### config.mk
export PLATFORM = sky130hd
export DESIGN_NAME = twlf_ctrl
export DESIGN_NICKNAME = d
export VERILOG_FILES = /design/src/sv/twlf_pkg.sv /design/src/sv/twlf_ctrl.sv
export SDC_FILE = /design/constraint.sdc
export NUM_CORES = 1
export LEC_CHECK = 0
export ABC_AREA = 1
export BUFFER_PORTS_ARGS = -buffer_cell sky130_fd_sc_hd__buf_4
export CAP_MARGIN = 10
export CORE_AREA = 2 2 39 41
export CTS_CLUSTER_DIAMETER = 80
export DETAILED_ROUTE_END_ITERATION = 7
export DIE_AREA = 0 0 41 43
export PLACE_DENSITY_LB_ADDON = 0.05
export RECOVER_POWER = 100
export SYNTH_ARGS = -nofsm -noshare
export SYNTH_HDL_FRONTEND = slang
export SYNTH_SLANG_ARGS = --single-unit
### constraint.sdc
create_clock -name clk -period 1.65 [get_ports clk]
set_input_delay 0.0825 -clock clk [delete_from_list [all_inputs] [get_ports clk]]
set_output_delay 0.0825 -clock clk [all_outputs]
set_load 0.05 [all_outputs]
### src/sv/twlf_pkg.sv
`default_nettype none
// ---------------------------------------------------------------------------
// twlf_pkg
// Shared widths, codes and controller/datapath interface types for the
// time-window log FIFO.
// ---------------------------------------------------------------------------
package twlf_pkg;

    localparam int ID_W    = 31;
    localparam int STAMP_W = 31;
    localparam int OCC_W   = 7;
    localparam int REP_W   = 7;
    localparam int FUNC_W  = 2;
    localparam int KIND_W  = 2;
    localparam int CFG_A_W = 2;
    localparam int CFG_D_W = 31;

    localparam logic [STAMP_W-1:0] WINDOW_RST = 31'd3600;
    localparam logic [REP_W-1:0]   MAXREP_RST = 7'd64;

    // input selector
    localparam logic [FUNC_W-1:0] FUNC_RECORD = 2'd0;
    localparam logic [FUNC_W-1:0] FUNC_LIST   = 2'd1;
    localparam logic [FUNC_W-1:0] FUNC_COUNT  = 2'd2;
    localparam logic [FUNC_W-1:0] FUNC_NONE   = 2'd3;

    // result kinds
    localparam logic [KIND_W-1:0] KIND_ACK   = 2'd0;
    localparam logic [KIND_W-1:0] KIND_ENTRY = 2'd1;
    localparam logic [KIND_W-1:0] KIND_COUNT = 2'd2;
    localparam logic [KIND_W-1:0] KIND_EMPTY = 2'd3;

    // configuration register indexes
    localparam logic [CFG_A_W-1:0] CFG_WINDOW     = 2'd0;
    localparam logic [CFG_A_W-1:0] CFG_MAX_REPORT = 2'd1;

    typedef struct packed {
        logic accept_rec;   // latch record, append if allowed
        logic accept_list;  // latch list length, start walk at head
        logic pop;          // evict head entry
        logic rd_list;      // RAM read address follows the list walk
        logic load_ack;     // output beat: record acknowledge
        logic load_entry;   // output beat: listed entry
        logic load_empty;   // output beat: empty marker
        logic load_count;   // output beat: occupancy
    } cmd_t;

    typedef struct packed {
        logic evict_go;     // head entry has aged out of the window
        logic n_zero;       // list request has nothing to show
        logic at_last;      // current listed entry is the final one
        logic out_free;     // output register can take a beat
    } stat_t;

endpackage
`default_nettype wire

### src/sv/twlf_ctrl.sv
`default_nettype none
// ---------------------------------------------------------------------------
// twlf_ctrl
// Sequencer: takes one item at a time, runs the eviction loop and the list
// walk, and schedules output beats.
// ---------------------------------------------------------------------------
module twlf_ctrl (
    input  wire logic                       clk,
    input  wire logic                       rst_n,
    input  wire logic                       in_valid,
    input  wire logic [twlf_pkg::FUNC_W-1:0] func,
    output logic                            in_stall,
    input  wire twlf_pkg::stat_t            stat,
    output twlf_pkg::cmd_t                  cmd
);

    typedef enum logic [2:0] {
        ST_IDLE,
        ST_EV_RD,
        ST_EV_CHK,
        ST_ACK,
        ST_LIST,
        ST_COUNT
    } state_t;

    state_t state_reg, state_next;
    logic   stall_reg;
    logic   accept;

    assign in_stall = stall_reg;
    assign accept   = in_valid && !stall_reg;

    always_comb
    begin
        cmd        = '0;
        state_next = state_reg;
        unique case (state_reg)
            ST_IDLE:
            begin
                if (accept)
                begin
                    unique case (func)
                        twlf_pkg::FUNC_RECORD:
                        begin
                            cmd.accept_rec = 1'b1;
                            state_next     = ST_EV_RD;
                        end
                        twlf_pkg::FUNC_LIST:
                        begin
                            cmd.accept_list = 1'b1;
                            state_next      = ST_LIST;
                        end
                        twlf_pkg::FUNC_COUNT:
                        begin
                            state_next = ST_COUNT;
                        end
                        default:
                        begin
                            state_next = ST_IDLE;
                        end
                    endcase
                end
            end
            ST_EV_RD:
            begin
                state_next = ST_EV_CHK;
            end
            ST_EV_CHK:
            begin
                if (stat.evict_go)
                begin
                    cmd.pop = 1'b1;
                end
                else
                begin
                    state_next = ST_ACK;
                end
            end
            ST_ACK:
            begin
                if (stat.out_free)
                begin
                    cmd.load_ack = 1'b1;
                    state_next   = ST_IDLE;
                end
            end
            ST_LIST:
            begin
                cmd.rd_list = 1'b1;
                if (stat.out_free)
                begin
                    if (stat.n_zero)
                    begin
                        cmd.load_empty = 1'b1;
                        state_next     = ST_IDLE;
                    end
                    else
                    begin
                        cmd.load_entry = 1'b1;
                        if (stat.at_last)
                        begin
                            state_next = ST_IDLE;
                        end
                    end
                end
            end
            ST_COUNT:
            begin
                if (stat.out_free)
                begin
                    cmd.load_count = 1'b1;
                    state_next     = ST_IDLE;
                end
            end
            default:
            begin
                state_next = ST_IDLE;
            end
        endcase
    end

    always_ff @(posedge clk or negedge rst_n)
    begin
        if (!rst_n)
        begin
            state_reg <= ST_IDLE;
            stall_reg <= 1'b0;
        end
        else
        begin
            state_reg <= state_next;
            stall_reg <= (state_next != ST_IDLE);
        end
    end

`ifndef SYNTHESIS
    // a record always enters the eviction loop through the read wait
    a_rec_to_evict: assert property (@(posedge clk) disable iff (!rst_n)
        accept && func == twlf_pkg::FUNC_RECORD |=> state_reg == ST_EV_RD)
        else $error("record did not start eviction");

    // stall is low exactly when the sequencer is idle
    a_stall_idle: assert property (@(posedge clk) disable iff (!rst_n)
        stall_reg == (state_reg != ST_IDLE))
        else $error("stall out of step with sequencer");

    // the list walk only ends on an output beat
    a_list_exit: assert property (@(posedge clk) disable iff (!rst_n)
        state_reg == ST_LIST && !stat.out_free |=> state_reg == ST_LIST)
        else $error("list walk left without a beat");
`endif

endmodule
`default_nettype wire

# --- Word level (Yosys, flattened, before mapping) ---
# Index checks and enable logic that the tools add are counted.
totals:
  reg_bits: 4
  out_inout_bits: 9
  elab_cells: 37
classes:
  eq_ne: 7
  muxes: 22
  n_reduce_logical: 6
op_table:
  columns: ["operator", "n"]
  rows:
  - ["2-to-1 mux 3 bit", 6]
  - ["case mux 3 bit (5 select lines)", 1]
  - ["2-to-1 mux 1 bit", 10]
  - ["case mux 3 bit (3 select lines)", 1]
  - ["2-to-1 mux 2 bit", 4]
  - ["== test 3 x 2 -> 1 bit, second input constant", 2]
  - ["== test 3 bit, second input constant", 2]
  - ["== test 3 x 1 -> 1 bit, second input constant", 1]
  - ["zero test 3 bit", 1]
  - ["nonzero test 3 bit", 1]
  - ["== test 2 x 1 -> 1 bit, second input constant", 1]
  - ["== test 2 bit, second input constant", 1]
  - ["zero test 2 bit", 1]
  - ["OR reduction 2 bit", 1]
  - ["logical AND 1 bit", 1]
  - ["zero test 1 bit", 1]

# --- Longest topological paths before layout ---
logic_depth:
  depth_word: 5
  depth_mapped: 8

# --- Worst setup path before layout ---
# No wires, ideal clock.
synth_timing:
  path_kind: "flip-flop to output port"
  start: "register state_reg[0]"
  end: "output cmd[2] (netlist bit)"
  arrival_time_ns: 1.658
  required_ns: 1.567
  setup_slack_ns: -0.091
  path_stages_with_launch: 4
  n_path_buf: 0
  cell_sequence: "dfrtp_1 inv_2 nand3_1 nor3_1"
synth_lines:
  columns: ["element", "line", "text"]
  rows:
  - ["start, declared", "twlf_ctrl.sv:26", "state_t state_reg, state_next;"]
  - ["start signal, assigned", "twlf_ctrl.sv:131", "state_reg <= state_next;"]
  - ["end, declared", "twlf_ctrl.sv:14", "output twlf_pkg::cmd_t cmd"]

==> key figures <==
CTS
  • H-tree depth: 1
  • Worst-path clk slew: 0.03 ns
  • CTS tree: yes
  • Setup repair bufs after CTS: 0
  • Clock Sinks: 4
  • Clk_lat worst skew: 0.23 ns
  • TritonCTS Buffers: 3
  • Root Driver: clkbuf_4
  • Clock buffer depth: 2

Pwr
  • Pwr dens: around 1400 nW/um2
  • Leakage: approximately 0.30 nW
  • Max VDD drop: roughly 0.54 mV

Global route
  • Initial antenna violation count: 0
  • First-pass GRT wire length: 1130 um
  • GRT overflow: 0
  • Vias in the first global route: 310
  • GRT Total Usage: 9.87%
  • Largest net degree at the start of global routing: 9

Min path
  • Worst hold path class: primary input to flop
  • Source of the worst hold timing path: stat[1]

Floorplan
  • Initial Utilization: between 20% and 30%
  • # IOs: 18
  • Die area: 1760 um2
  • Die width: 41 um
  • Core box area: 1380 um2
  • Cell row count: 14
  • Die outline height: 43 um

Route
  • Met1 WL: around 350 um
  • # DRC: 0
  • Post-route ant nets: 0
  • Vias per cell: ~4
  • Top sig layer: met4
  • Wire length on met2: 355 um
  • Met3 Wirelength: 47 um
  • Routed vias: 371
  • WL/cell: 8.44 um
  • TritonRoute pass-1 iters: 1
  • Iteration-0 DRC Markers: 0
  • Total routed wirelength: 768 um

Timing
  • TNS Setup: 0 ns
  • RSZ-0062 raised after global routing: no
  • Rel. slew slack: 61.1%
  • Setup violations, final: 0
  • Crit path time final: 1.44 ns
  • Max Slew Vio Count: 0
  • Slew @ Worst Pin: 0.587 ns
  • Final Hold Vio Count: 0
  • Fin crit share: 87.4%
  • Fmax: ~690 MHz
  • Fin Clk Skew: 0.00170 ns

Synth
  • Post-synthesis register bit count: 4
  • Distinct cells, synth: 13
  • Synthesized net count: 67
  • Mapped Area: approximately 350 um2
  • Sequential fraction of the synthesis area: 29.0%
  • Post-Syn Instances: 55
  • Synthesis Warnings: 0
  • Mean area per synthesized cell: 6.28 um2

Flow run
  • Maxcap violations: 0

Layout
  • Layout cells sized above 1: 32.0%
  • Number of antenna diodes: 0
  • Area Overhead vs Synth: 44.9%
  • Largest register FFs: 3
  • Nets: 89
  • Post-layout util: 36.2%

Critical path
  • Worst Setup EP: cmd[7]
  • Setup crit end kind: output pin
  • CP startpoint: state_reg[2]
  • Worst EP required: 1.57 ns
  • Critical Path AT: 1.36 ns
  • CP Max Fanout: 8
  • R2R Path Start: state_reg[1]
  • Worst reg2reg path depth: 7
  • Setup CP Type: flop to output pin
  • Reg-to-reg endpoint: in_stall
  • Crit start category: flop
  • Flop-to-flop setup slack: 0.60 ns

Place
  • PortBufs: 17
  • Dpl hpwl: 655 um
  • GP Congestion: 0.767

Outcome
  • Outcome: complete, no violations
synth_stat cells:
cell type   n  share of area [%]
clkbuf_2    1                1.4
ha_1        3                 11
nand3_1     5                7.2
nor2_2      1                1.8
inv_1      11                 12
o21ai_0     2                2.9
nand4_1     2                3.6
nor3_1      2                2.9
dfrtp_1     4                 29
nor2_1      8                8.7
nand2_1    11                 12
inv_2       2                2.2
nand2_2     3                5.4
cell families after synthesis:
logic type | after synthesis | share of synthesized area (%)
AOI/OAI and AO/OA | 2 | 2.90
adders and majority gates | 3 | 10.9
buffers and inverters | 14 | 15.6
DFF | 4 | 29.0
and+or+nand+nor | 32 | 41.7
layer usage:
metal  GRT usage [%]  vias to the layer above
li1                -                      206
met1            11.4                      152
met2            14.1                       11
met3            1.57                        2
met4            10.0                        0
met5               0                        -
area by class of cell:
cell class                 instances  area [um2]
tap                               16        20.0
clock buffer                       3        22.5
timing repair buffer              18         110
inverter                          13        48.8
multi-input combinational         37         199
fill                             166         883
sequential                         4         100
worst min path at each step:
stage | to | cells after the start
6_report | state_reg[2] | 4
5_1_grt | state_reg[0] | 2
4_1_cts | in_stall | 2
3_5_place_dp | in_stall | 1
3_3_place_gp | in_stall | 1
2_1_floorplan | in_stall | 0
metrics by stage:
step / cell area (um2) / hold slack, ns / setup slack (ns) / cells / power [mW]
final: 500 / 0.207 / 0.208 / 91 / 0.677
after global placement: 498 / -0.118 / 0.532 / 87 / 0.598
after detailed placement: 498 / -0.118 / 0.522 / 87 / 0.598
after CTS: 531 / 0.178 / 0.270 / 91 / 0.722
after global routing: 500 / 0.216 / 0.104 / 91 / 0.744
after floorplan: 355 / -0.213 / 0.0373 / 55 / 0.490
placed cells by master, fill, tap and decap left out:
master / netlist / final
buf_4: 0 / 7
clkbuf_2: 1 / 8
clkbuf_1: 0 / 2
dfrtp_1: 4 / 4
nor2_2: 1 / 1
nand2_2: 3 / 2
ha_1: 3 / 3
dlygate4sd3_1: 0 / 1
nand3_1: 5 / 5
nor3_2: 0 / 2
o21ai_0: 2 / 2
nand2_1: 11 / 12
clkbuf_4: 0 / 3
nand4_1: 2 / 2
inv_2: 2 / 1
nor2_1: 8 / 8
inv_1: 11 / 12
repair_timing:
item                                   in CTS  in global routing
hold buffers                                1                  0
endpoints found under the hold margin       4                  0
gates resized for setup                     0                  0
worst max-delay path, cell delays in order (launching register included):
cell and delay [ns]:
dfrtp_1 0.45, nor2_1 0.18, nand3_1 0.12, nor2_1 0.10, clkbuf_2 0.28
power breakdown:
| group | total (mW) | switching (mW) | internal, mW |
|---|---|---|---|
| logic | 0.375 | 0.270 | 0.105 |
| registers | 0.186 | 0.0448 | 0.141 |
| clock network | 0.117 | 0.0355 | 0.0810 |
| total | 0.677 | 0.350 | 0.326 |
(Power assumes the default switching activity.)
